<file path="config.mk">
export PLATFORM = sky130hd
export DESIGN_NAME = refcounted_tile_slot_cache_core
export DESIGN_NICKNAME = d
export VERILOG_FILES = /design/src/rtsc_pkg.sv /design/src/rtsc_ctrl.sv /design/src/rtsc_datapath.sv /design/src/refcounted_tile_slot_cache_core.sv
export SDC_FILE = /design/constraint.sdc
export NUM_CORES = 2
export LEC_CHECK = 0
export BUFFER_PORTS_ARGS = -buffer_cell sky130_fd_sc_hd__buf_2
export CAP_MARGIN = 20
export CORE_MARGIN = 3
export CORE_UTILIZATION = 25
export CTS_CLUSTER_SIZE = 14
export DETAILED_ROUTE_END_ITERATION = 7
export SLEW_MARGIN = 0
export SYNTH_ARGS = -nofsm -noshare
export SYNTH_HDL_FRONTEND = slang
export SYNTH_SLANG_ARGS = --single-unit
export TNS_END_PERCENT = 30
</file>
<file path="constraint.sdc">
create_clock -name clk -period 30.2 [get_ports clk]
set_input_delay 0 -clock clk [delete_from_list [all_inputs] [get_ports clk]]
set_output_delay 0 -clock clk [all_outputs]
set_load 0.05 [all_outputs]
</file>
<file path="src/rtsc_pkg.sv">
// shared types and constants for the refcounted tile slot cache
`timescale 1ns / 1ps

package rtsc_pkg;

	localparam logic [15:0] CEILING_RESET = 16'h0300;
	localparam int REF_W = 8;
	localparam logic [REF_W-1:0] COUNT_MAX = 8'hFF;

	typedef enum logic [1:0] {
		OP_ACQUIRE = 2'd0,
		OP_RELEASE = 2'd1,
		OP_BLANK   = 2'd2,
		OP_CLEAR   = 2'd3
	} op_t;

	typedef enum logic [1:0] {
		ST_SWEEP,
		ST_IDLE,
		ST_EXEC
	} state_t;

	typedef struct packed {
		logic [1:0]  operation;
		logic [7:0]  icon_id;
		logic [15:0] palette_base;
	} req_t;

	typedef struct packed {
		logic [15:0] tile_top_left;
		logic [15:0] tile_top_right;
		logic [15:0] tile_bottom_left;
		logic [15:0] tile_bottom_right;
		logic        hit;
		logic        needs_load;
		logic        alloc_failed;
		logic [5:0]  slot_number;
		logic [7:0]  reference_count;
		logic [5:0]  slots_used;
	} rsp_t;

	typedef struct packed {
		logic accept;
		logic exec;
		logic sweep_step;
	} cmd_t;

	typedef struct packed {
		logic clear_op;
		logic out_free;
		logic sweep_last;
	} sts_t;

endpackage

</file>
<file path="src/rtsc_ctrl.sv">
// controller state machine: table sweep, request accept and execute sequencing
`timescale 1ns / 1ps

module rtsc_ctrl (
	input  logic          clk,
	input  logic          arst_n,
	input  logic          req_valid,
	output logic          req_ready,
	input  rtsc_pkg::sts_t sts,
	output rtsc_pkg::cmd_t cmd
);

	rtsc_pkg::state_t state_q, state_d;

	always_ff @(posedge clk or negedge arst_n) begin
		if (!arst_n) begin
			state_q <= rtsc_pkg::ST_SWEEP;
		end else begin
			state_q <= state_d;
		end
	end

	always_comb begin
		state_d = state_q;
		req_ready = 1'b0;
		cmd = '0;
		case (state_q)
			rtsc_pkg::ST_SWEEP: begin
				cmd.sweep_step = 1'b1;
				if (sts.sweep_last) begin
					state_d = rtsc_pkg::ST_IDLE;
				end
			end
			rtsc_pkg::ST_IDLE: begin
				req_ready = 1'b1;
				if (req_valid) begin
					cmd.accept = 1'b1;
					state_d = rtsc_pkg::ST_EXEC;
				end
			end
			rtsc_pkg::ST_EXEC: begin
				// hold here until the output register can take the result
				if (sts.out_free) begin
					cmd.exec = 1'b1;
					state_d = sts.clear_op ? rtsc_pkg::ST_SWEEP : rtsc_pkg::ST_IDLE;
				end
			end
			default: begin
				state_d = rtsc_pkg::ST_SWEEP;
			end
		endcase
	end

endmodule

</file>
<file path="src/rtsc_datapath.sv">
// datapath: entry table memory, slot pool, tile arithmetic and output register
`timescale 1ns / 1ps

module rtsc_datapath #(
	parameter int ICON_COUNT = 224,
	parameter int SLOT_COUNT = 32
) (
	input  logic           clk,
	input  logic           arst_n,
	input  rtsc_pkg::req_t  req_data,
	input  logic           cfg_valid,
	input  logic [15:0]    cfg_data,
	output rtsc_pkg::rsp_t  rsp_data,
	output logic           rsp_valid,
	input  logic           rsp_ready,
	input  rtsc_pkg::cmd_t  cmd,
	output rtsc_pkg::sts_t  sts
);

	localparam int IW = (ICON_COUNT > 1) ? $clog2(ICON_COUNT) : 1;
	localparam int SW = (SLOT_COUNT > 1) ? $clog2(SLOT_COUNT) : 1;
	localparam int CW = $clog2(SLOT_COUNT + 1);
	localparam int EW = CW + rtsc_pkg::REF_W;

	logic [EW-1:0] mem [ICON_COUNT];

	logic [1:0]            op_q;
	logic                  in_range_q;
	logic [15:0]           pal_q;
	logic [IW-1:0]         addr_q;
	logic [EW-1:0]         rd_q;
	logic [15:0]           ceil_q;
	logic [SLOT_COUNT-1:0] occ_q;
	logic [CW-1:0]         used_q;
	logic [IW-1:0]         sweep_q;
	rtsc_pkg::rsp_t         rsp_q;
	logic                  rsp_valid_q;

	logic                  req_in_range;
	logic [IW-1:0]         req_addr;
	logic [CW-1:0]         e_code;
	logic [7:0]            e_refs;
	logic [7:0]            bumped;
	logic [SW-1:0]         ff;
	logic                  free_any;
	logic [CW-1:0]         new_code;
	logic [15:0]           base;
	logic [SLOT_COUNT-1:0] occ_d;
	logic [CW-1:0]         used_d;
	logic                  wr_exec;
	logic [EW-1:0]         wr_exec_data;
	rtsc_pkg::rsp_t         rsp_d;

	assign req_in_range = {24'd0, req_data.icon_id} < 32'(ICON_COUNT);
	assign req_addr = req_in_range ? IW'(req_data.icon_id) : '0;
	assign e_code = rd_q[EW-1 -: CW];
	assign e_refs = rd_q[rtsc_pkg::REF_W-1:0];
	assign bumped = (e_refs == rtsc_pkg::COUNT_MAX) ? e_refs : e_refs + 8'd1;

	// lowest free slot
	always_comb begin
		ff = '0;
		free_any = 1'b0;
		for (int k = SLOT_COUNT - 1; k >= 0; k--) begin
			if (!occ_q[k]) begin
				ff = SW'(k);
				free_any = 1'b1;
			end
		end
	end

	always_comb begin
		occ_d = occ_q;
		used_d = used_q;
		wr_exec = 1'b0;
		wr_exec_data = '0;
		new_code = '0;
		rsp_d = '0;
		case (op_q)
			rtsc_pkg::OP_ACQUIRE: begin
				if (in_range_q) begin
					if (e_code != '0) begin
						new_code = e_code;
						rsp_d.hit = 1'b1;
					end else if (free_any) begin
						new_code = CW'(ff) + CW'(1);
						occ_d[ff] = 1'b1;
						used_d = used_q + CW'(1);
						rsp_d.needs_load = 1'b1;
					end else begin
						rsp_d.alloc_failed = 1'b1;
					end
					wr_exec = 1'b1;
					wr_exec_data = {new_code, bumped};
					rsp_d.slot_number = 6'(new_code);
					rsp_d.reference_count = bumped;
					rsp_d.tile_top_left = base;
					rsp_d.tile_top_right = base + 16'd1;
					rsp_d.tile_bottom_left = base + 16'd2;
					rsp_d.tile_bottom_right = base + 16'd3;
				end
			end
			rtsc_pkg::OP_RELEASE: begin
				if (in_range_q) begin
					if (e_code != '0) begin
						occ_d[SW'(e_code - CW'(1))] = 1'b0;
						used_d = used_q - CW'(1);
						wr_exec = 1'b1;
						wr_exec_data = {{CW{1'b0}}, e_refs};
					end
					rsp_d.reference_count = e_refs;
				end
			end
			rtsc_pkg::OP_CLEAR: begin
				occ_d = '0;
				used_d = '0;
			end
			default: begin
			end
		endcase
		rsp_d.slots_used = 6'(used_d);
	end

	// slot code c sits 4*c tiles below the ceiling
	assign base = ceil_q - 16'({new_code, 2'b00}) + pal_q;

	always_ff @(posedge clk) begin
		if (cmd.sweep_step) begin
			mem[sweep_q] <= '0;
		end else if (cmd.exec && wr_exec) begin
			mem[addr_q] <= wr_exec_data;
		end
		if (cmd.accept) begin
			rd_q <= mem[req_addr];
		end
	end

	always_ff @(posedge clk) begin
		if (cmd.accept) begin
			op_q <= req_data.operation;
			in_range_q <= req_in_range;
			pal_q <= req_data.palette_base;
			addr_q <= req_addr;
		end
		if (cmd.exec) begin
			rsp_q <= rsp_d;
		end
	end

	always_ff @(posedge clk or negedge arst_n) begin
		if (!arst_n) begin
			ceil_q <= rtsc_pkg::CEILING_RESET;
			occ_q <= '0;
			used_q <= '0;
			sweep_q <= '0;
			rsp_valid_q <= 1'b0;
		end else begin
			if (cfg_valid) begin
				ceil_q <= cfg_data;
			end
			if (cmd.exec) begin
				occ_q <= occ_d;
				used_q <= used_d;
			end
			if (cmd.sweep_step) begin
				sweep_q <= sts.sweep_last ? '0 : sweep_q + IW'(1);
			end
			if (cmd.exec) begin
				rsp_valid_q <= 1'b1;
			end else if (rsp_ready) begin
				rsp_valid_q <= 1'b0;
			end
		end
	end

	assign sts.clear_op = (op_q == rtsc_pkg::OP_CLEAR);
	assign sts.out_free = !rsp_valid_q || rsp_ready;
	assign sts.sweep_last = (sweep_q == IW'(ICON_COUNT - 1));

	assign rsp_data = rsp_q;
	assign rsp_valid = rsp_valid_q;

endmodule

</file>
<file path="src/refcounted_tile_slot_cache_core.sv">
// top level of the refcounted tile slot cache
`timescale 1ns / 1ps

// Maps icon ids onto a pool of SLOT_COUNT four-tile slots with 8-bit reference
// counts. A request on req_* (valid/ready) carries an operation (acquire, release,
// blank, clear all), an icon id and a palette base; each request produces exactly
// one result on rsp_* (valid/ready) with the four tile words, hit / needs_load /
// alloc_failed flags, slot code, reference count and slots in use.
// cfg_* writes the 16-bit tile ceiling; cfg_ready is always high, and writes are
// meant to happen while no request is in flight.
// Sequence: accepting a request reads the entry table (one memory, read
// registered); the execute step then does the read-modify-write and loads the
// result register. A new request is taken only after the current one has
// executed, since that memory read-modify-write sits between them.
// After reset, and after a clear-all request, the entry table is swept to zero one
// entry per cycle: req_ready stays low until the whole table is swept.
// The result register decouples the output: a new request is taken while a result
// waits; if the receiver still stalls when the next result is ready, the block
// holds that request in its execute step until the register frees up.
module refcounted_tile_slot_cache_core #(
	parameter int ICON_COUNT = 224,
	parameter int SLOT_COUNT = 32
) (
	input  logic          clk,
	input  logic          arst_n,
	input  logic          req_valid,
	output logic          req_ready,
	input  rtsc_pkg::req_t req_data,
	output logic          rsp_valid,
	input  logic          rsp_ready,
	output rtsc_pkg::rsp_t rsp_data,
	input  logic          cfg_valid,
	output logic          cfg_ready,
	input  logic [15:0]   cfg_data
);

	rtsc_pkg::cmd_t cmd;
	rtsc_pkg::sts_t sts;

	assign cfg_ready = 1'b1;

	rtsc_ctrl u_ctrl (
		.clk       (clk),
		.arst_n    (arst_n),
		.req_valid (req_valid),
		.req_ready (req_ready),
		.sts       (sts),
		.cmd       (cmd)
	);

	rtsc_datapath #(
		.ICON_COUNT (ICON_COUNT),
		.SLOT_COUNT (SLOT_COUNT)
	) u_datapath (
		.clk       (clk),
		.arst_n    (arst_n),
		.req_data  (req_data),
		.cfg_valid (cfg_valid),
		.cfg_data  (cfg_data),
		.rsp_data  (rsp_data),
		.rsp_valid (rsp_valid),
		.rsp_ready (rsp_ready),
		.cmd       (cmd),
		.sts       (sts)
	);

endmodule

</file>
Word-level counts from Yosys, hierarchy flattened
Memory sizes are Yosys's and may differ from the RTL's. A register that Yosys moved wholly into a read port is not among the register bits.
Cells that the tools add are included.
- bits in registers: 179
- latch bits: 0
- bits in writable memories: 3136
- bits in read-only memories: 0
- input bits: 47
- output and inout bits: 90
- logic and storage cells: 192
- memories kept: 1
- memory list (name ; depth ; bits a word ; read ports ; clocked after Yosys merged registers in ; wr ports ; line ; source):
    u_datapath.mem ; 224 ; 14 ; 1 ; 1 ; 1 ; rtsc_datapath.sv:25 ; logic [EW-1:0] mem [ICON_COUNT];
- add/sub/neg operators: 11
- $mul: 0
- divide/modulo/power cells: 0
- order comparisons: 5
- eq/ne operators: 14
- shifts and indexed selects: 0
- muxes and demuxes: 121
- bitwise gates (word level): 5
- reductions and logical operators: 15
- operators by type and width (operator ; count):
    32-bit two-way mux ; 5
    5-bit two-way mux ; 32
    32-bit case mux with 3 select lines ; 1
    8-bit two-way mux ; 8
    1-bit two-way mux ; 54
    6-bit two-way mux ; 9
    16-bit by 2-bit adder with 16-bit output, second input constant ; 2
    32-bit bitwise AND ; 1
    32-bit NOT ; 1
    32-bit OR ; 1
    14-bit two-way mux ; 2
    14-bit case mux with 2 select lines ; 1
    6-bit case mux with 3 select lines ; 1
    16-bit by 1-bit adder with 16-bit output, second input constant ; 1
    16-bit adder ; 1
    8-bit by 1-bit adder with 8-bit output, second input constant ; 2
    8-bit == test, second input constant ; 2
    8-bit case mux with 2 select lines ; 1
    16-bit by 8-bit subtractor with 16-bit output ; 1
    14-bit OR reduction ; 1
    5-bit by 6-bit less-than comparator with 1-bit output, second input constant ; 2
    1-bit demux with 5-bit select ; 2
    5-bit by 1-bit greater-or-equal comparator with 1-bit output, second input constant ; 2
    2-bit by 1-bit != test with 1-bit output, second input constant ; 5
    other kinds (23) ; 33

Depth between registers and ports, before layout
- depth in word-level cells: 41
- depth in mapped cells: 22
- mapped depth without buffers: 20

By module
From an unflattened synthesis, not the netlist that was laid out.
- cells, all modules: 8947
- area total of the unflattened synthesis: 134382.6 um^2
- modules (own cells, without submodules) (module ; times used ; cells an instance ; area an instance (um^2) ; seq. area each (um^2)):
    rtsc_datapath ; 1 ; 8933 ; 134247.5 ; 99533.0
    rtsc_ctrl ; 1 ; 12 ; 123.9 ; 50.0
    refcounted_tile_slot_cache_core ; 1 ; 2 ; 11.3 ; 0.0

Worst setup path after synthesis
Ideal clock, no wire load.
- path type: register to register
- start point: register u_datapath.rsp_valid_q, in the netlist u_datapath.rsp_valid
- end point: memory u_datapath.mem[0][6] (netlist name), data pin
- library setup time: 2485 ps
- arrival time: 14299 ps
- data required time: 27715 ps
- slack: 13416 ps
- cell stages (with the launch flop): 8
- buffers on the path: 2
- clock period less this slack: 16784 ps
- cell sequence: dfrtp_1 > nand2b_1 > nand2b_1 > clkbuf_1 > inv_2 > o21ai_1 > clkbuf_1 > nor4_1
- RTL lines (what ; line ; source):
    start: declaration ; rtsc_datapath.sv:37 ; logic rsp_valid_q;
    start signal: assignment ; rtsc_datapath.sv:156 ; rsp_valid_q <= 1'b0;
    start signal: assignment ; rtsc_datapath.sv:169 ; rsp_valid_q <= 1'b1;
    start signal: assignment ; rtsc_datapath.sv:171 ; rsp_valid_q <= 1'b0;
    end: declaration ; rtsc_datapath.sv:25 ;

Worst setup path after layout
- start point: input req_data[23] (netlist name)
- end point: register u_datapath.rd_q[9], read port of u_datapath.mem, data pin
- word-level cells in the longest chain between the ends: 2
- ends and longest elaborated chain (what ; line ; source):
    start: declaration ; refcounted_tile_slot_cache_core.sv:28 ; input rtsc_pkg::req_t req_data,
    8-bit less-than comparator ; rtsc_datapath.sv:54 ; assign req_in_range = {24'd0, req_data.icon_id} < 32'(ICON_COUNT);
    8-bit two-way mux (*) ; rtsc_datapath.sv:55 ; assign req_addr = req_in_range ? IW'(req_data.icon_id) : '0;
    end: declaration ; rtsc_datapath.sv:31 ; logic [EW-1:0] rd_q;
Every way passes the cells marked *; elsewhere a longest branch is shown, timed or not.
A chain may end at the register's enable or synchronous reset.

==> impl_metrics.env <==
export IMPL_drtIter0Drc=14500
export IMPL_fp_coreArea_sq_um=531000
export IMPL_min_to="u_datapath.rsp_valid$_DFFE_PN0P_"
export IMPL_cp_required_ps=30760
export IMPL_io_pins=137
export IMPL_clock_skew_ps=97.9
export IMPL_synth_seq_cells=3327
export IMPL_finalCritPeriodShare=0.223
export IMPL_max_freq_mhz=148
export IMPL_antenna_found_initial=32
export IMPL_yosysWarnings=0
export IMPL_grtUsageTotal=0.164
export IMPL_cts_root_buffer="clkbuf_16"
export IMPL_die_w_um=737
export IMPL_ir_worst_vdd_mv=0.0468
export IMPL_syn_avg_cell_area_sq_um=14.7
export IMPL_remaining_drc_errors=0
export IMPL_worstSetupStartpointType="input pin"
export IMPL_r2r_start="u_datapath.rd_q[11]$_DFFE_PP_"
export IMPL_reg2reg_to="u_datapath.rsp_data[67]$_SDFFCE_PN0P_"
export IMPL_path_clk_slew_ps=60
export IMPL_initial_core_util=0.252
export IMPL_wirelength_um=468000
export IMPL_seq_area_frac_synth=0.745
export IMPL_grt_max_degree=148
export IMPL_rsz0062_at_grt="false"
export IMPL_slew_violations=0
export IMPL_wire_per_inst_um=27.9
export IMPL_numClockSinks=3327
export IMPL_synthesis_area_sq_um=134000
export IMPL_gp_congestion=0.933
export IMPL_grt_pass1_wl_um=648000
export IMPL_tightest_slew_ps=1430
export IMPL_hpwl_um=282000
export IMPL_setup_viol_count_final=0
export IMPL_r2r_cells=17
export IMPL_min_period_ps=6740
export IMPL_powerDensity_nw_per_um2=62.6
export IMPL_syn_nets=9168
export IMPL_status="completed"
export IMPL_regArea_sq_um=99600
export IMPL_fillCellCount=52400
export IMPL_drv_cap=0
export IMPL_nNetsFinal=9583
export IMPL_tns_ps=0
export IMPL_layout_commonest_cell="edfxtp_1"
export IMPL_port_buffers=135
export IMPL_holdPathStages=4
export IMPL_clock_latency_ps=980
export IMPL_area_delta_synth_final_pct=16.9
export IMPL_regToRegSetupSlack_ps=23870
export IMPL_fin_util=0.294
export IMPL_hp_start="rsp_ready"
export IMPL_crit_type="in -> reg"
export IMPL_path_max_fanout=76
export IMPL_synth_edff_count=3262
export IMPL_rows=267
export IMPL_crit_arrival_ps=7290
export IMPL_grt_pass1_vias=81800
export IMPL_cts_resized=0
export IMPL_ant_nets=0
export IMPL_cts_buffers=340
export IMPL_drive_gt1_frac=0.133
export IMPL_slew_headroom=0.0462
export IMPL_leakage_nw=45.5
export IMPL_firstDrtPassIters=6
export IMPL_die_h_um=737
export IMPL_final_hold_viol_count=0
export IMPL_htreeDepth=5
export IMPL_synth_cell_types=105
export IMPL_netlist_instances=9080
export IMPL_cts_path_max_buffers=4
export IMPL_whs_ps=93.6
export IMPL_hp_class="in -> reg"
export IMPL_gr_total_overflow=0
export IMPL_die_area_sq_um=544000
export IMPL_cts_tree="yes"
export IMPL_synth_flop_cell="edfxtp_1"
export IMPL_layout_common_cells="edfxtp_1 (3,262), nand2_1 (1,288), buf_4 (459)"
export IMPL_cp_end_kind="register"
export IMPL_power_total_mw=9.78
export IMPL_ys_async_sr_fraction=0.0195
export IMPL_multiInputGateArea_sq_um=31200
export IMPL_vias=88100
export IMPL_via_per_inst=5.25
-- layout make-up --
cell class	instances	area share
inverters	92	0.00255
clock buffers	425	0.0579
diodes	21	0.000336
clock inverters	182	0.0112
repair buffers	713	0.0348
flip-flops and latches	3327	0.637
multi-input cells	5021	0.200
well taps	6994	0.0560
-- synthesized netlist by cell type (29+ instances only) --
cell / count / area share
nor2b_1: 56 / 0.0026
nand3_1: 350 / 0.013
a211oi_1: 224 / 0.013
o22ai_1: 100 / 0.0047
a311oi_1: 77 / 0.0050
a221oi_1: 55 / 0.0036
xnor2_1: 38 / 0.0025
o221ai_1: 182 / 0.012
mux2i_1: 387 / 0.029
and3_1: 134 / 0.0063
dfrtp_1: 63 / 0.012
nor3_1: 147 / 0.0055
mux2_2: 61 / 0.0051
edfxtp_1: 3262 / 0.73
a32oi_1: 45 / 0.0029
clkbuf_1: 251 / 0.0070
buf_1: 89 / 0.0025
mux4_2: 35 / 0.0059
nor2_1: 399 / 0.011
buf_2: 262 / 0.0098
a31oi_1: 230 / 0.011
inv_1: 84 / 0.0024
nand4_1: 85 / 0.0040
ha_1: 35 / 0.0033
o21ai_0: 239 / 0.0089
buf_4: 29 / 0.0016
nand2_1: 1293 / 0.036
o211ai_1: 112 / 0.0063
a21oi_1: 288 / 0.011
nor4_1: 35 / 0.0016
-- report_power, final --
| group | internal [mW] | switching (mW) |
|---|---|---|
| registers | 4.99 | 0.00120 |
| clock network | 2.37 | 1.80 |
| logic | 0.167 | 0.459 |
-- worst max-delay path: stages --
cell and delay, ps:
dlygate4sd3_1 640, buf_2 240, and3_4 340, inv_8 450
buf_12 430, nand2_8 470, inv_8 580, buf_4 630
buf_4 600, buf_4 660, a211oi_1 100, a31oi_1 180
o2111ai_1 330, nand4_1 320, o21ai_0 140, o31ai_2 940
-- per-layer routing --
metal | up-vias | GRT usage | share of wire
met4 | 18 | 0.0873 | 0.061
met1 | 44700 | 0.220 | 0.38
met5 | - | 0.000529 | 0.00033
met3 | 1043 | 0.0441 | 0.13
li1 | 36300 | - | -
met2 | 5980 | 0.243 | 0.43
-- state kept, by name (all words and copies together), names as in the netlist --
register and cells:
u_datapath.used_q 6, u_datapath.ceil_q 16, u_datapath.op_q 2, u_datapath.rsp_data 85, u_ctrl.state_q 2, u_datapath.pal_q 16, u_datapath.mem 3136, u_datapath.in_range_q 1
u_datapath.rsp_valid 1, u_datapath.rd_q 14, u_datapath.occ_q 32, u_datapath.addr_q 8, u_datapath.sweep_q 8
-- per-stage QoR --
| step | cell area (sq um) | cells | worst slack, ps |
|---|---|---|---|
| floorplan | 134000 | 9080 | 13420 |
| global placement | 144000 | 16000 | 22470 |
| detailed placement | 144000 | 16000 | 23220 |
| CTS | 156000 | 16700 | 23570 |
| global route | 156000 | 16800 | 23530 |
| finish | 156000 | 16800 | 23460 |
-- how the worst max path moves through the flow --
stage	to	depth (start not counted)	start
after floorplan	u_datapath.mem[0][6]$_DFFE_PP_	7	u_datapath.rsp_valid$_DFFE_PN0P_
after global placement	u_datapath.rd_q[10]$_DFFE_PP_	14	req_data[21]
after detailed placement	u_datapath.rd_q[11]$_DFFE_PP_	14	req_data[21]
after CTS	u_datapath.rd_q[11]$_DFFE_PP_	15	req_data[23]
after global routing	u_datapath.rsp_data[67]$_SDFFCE_PN0P_	16	u_datapath.rd_q[11]$_DFFE_PP_
final	u_datapath.rd_q[9]$_DFFE_PP_	16	req_data[23]
-- cell families after synthesis --
| family | share of synthesized area |
|---|---|
| buf+inv | 0.0244 |
| mux | 0.0400 |
| fa+ha+maj | 0.00417 |
| flops | 0.745 |
| xor+xnor | 0.00366 |
| compound gates | 0.0963 |
| other cells | 0.0000280 |
| simple gates | 0.0867 |
-- timing repair --
action / CTS / global route
hold buffers: 102 / 0
buffers inserted: 0 / 0
endpoints found under the hold margin: 124 / 0
Note: power is estimated with default switching activity, not from simulation.
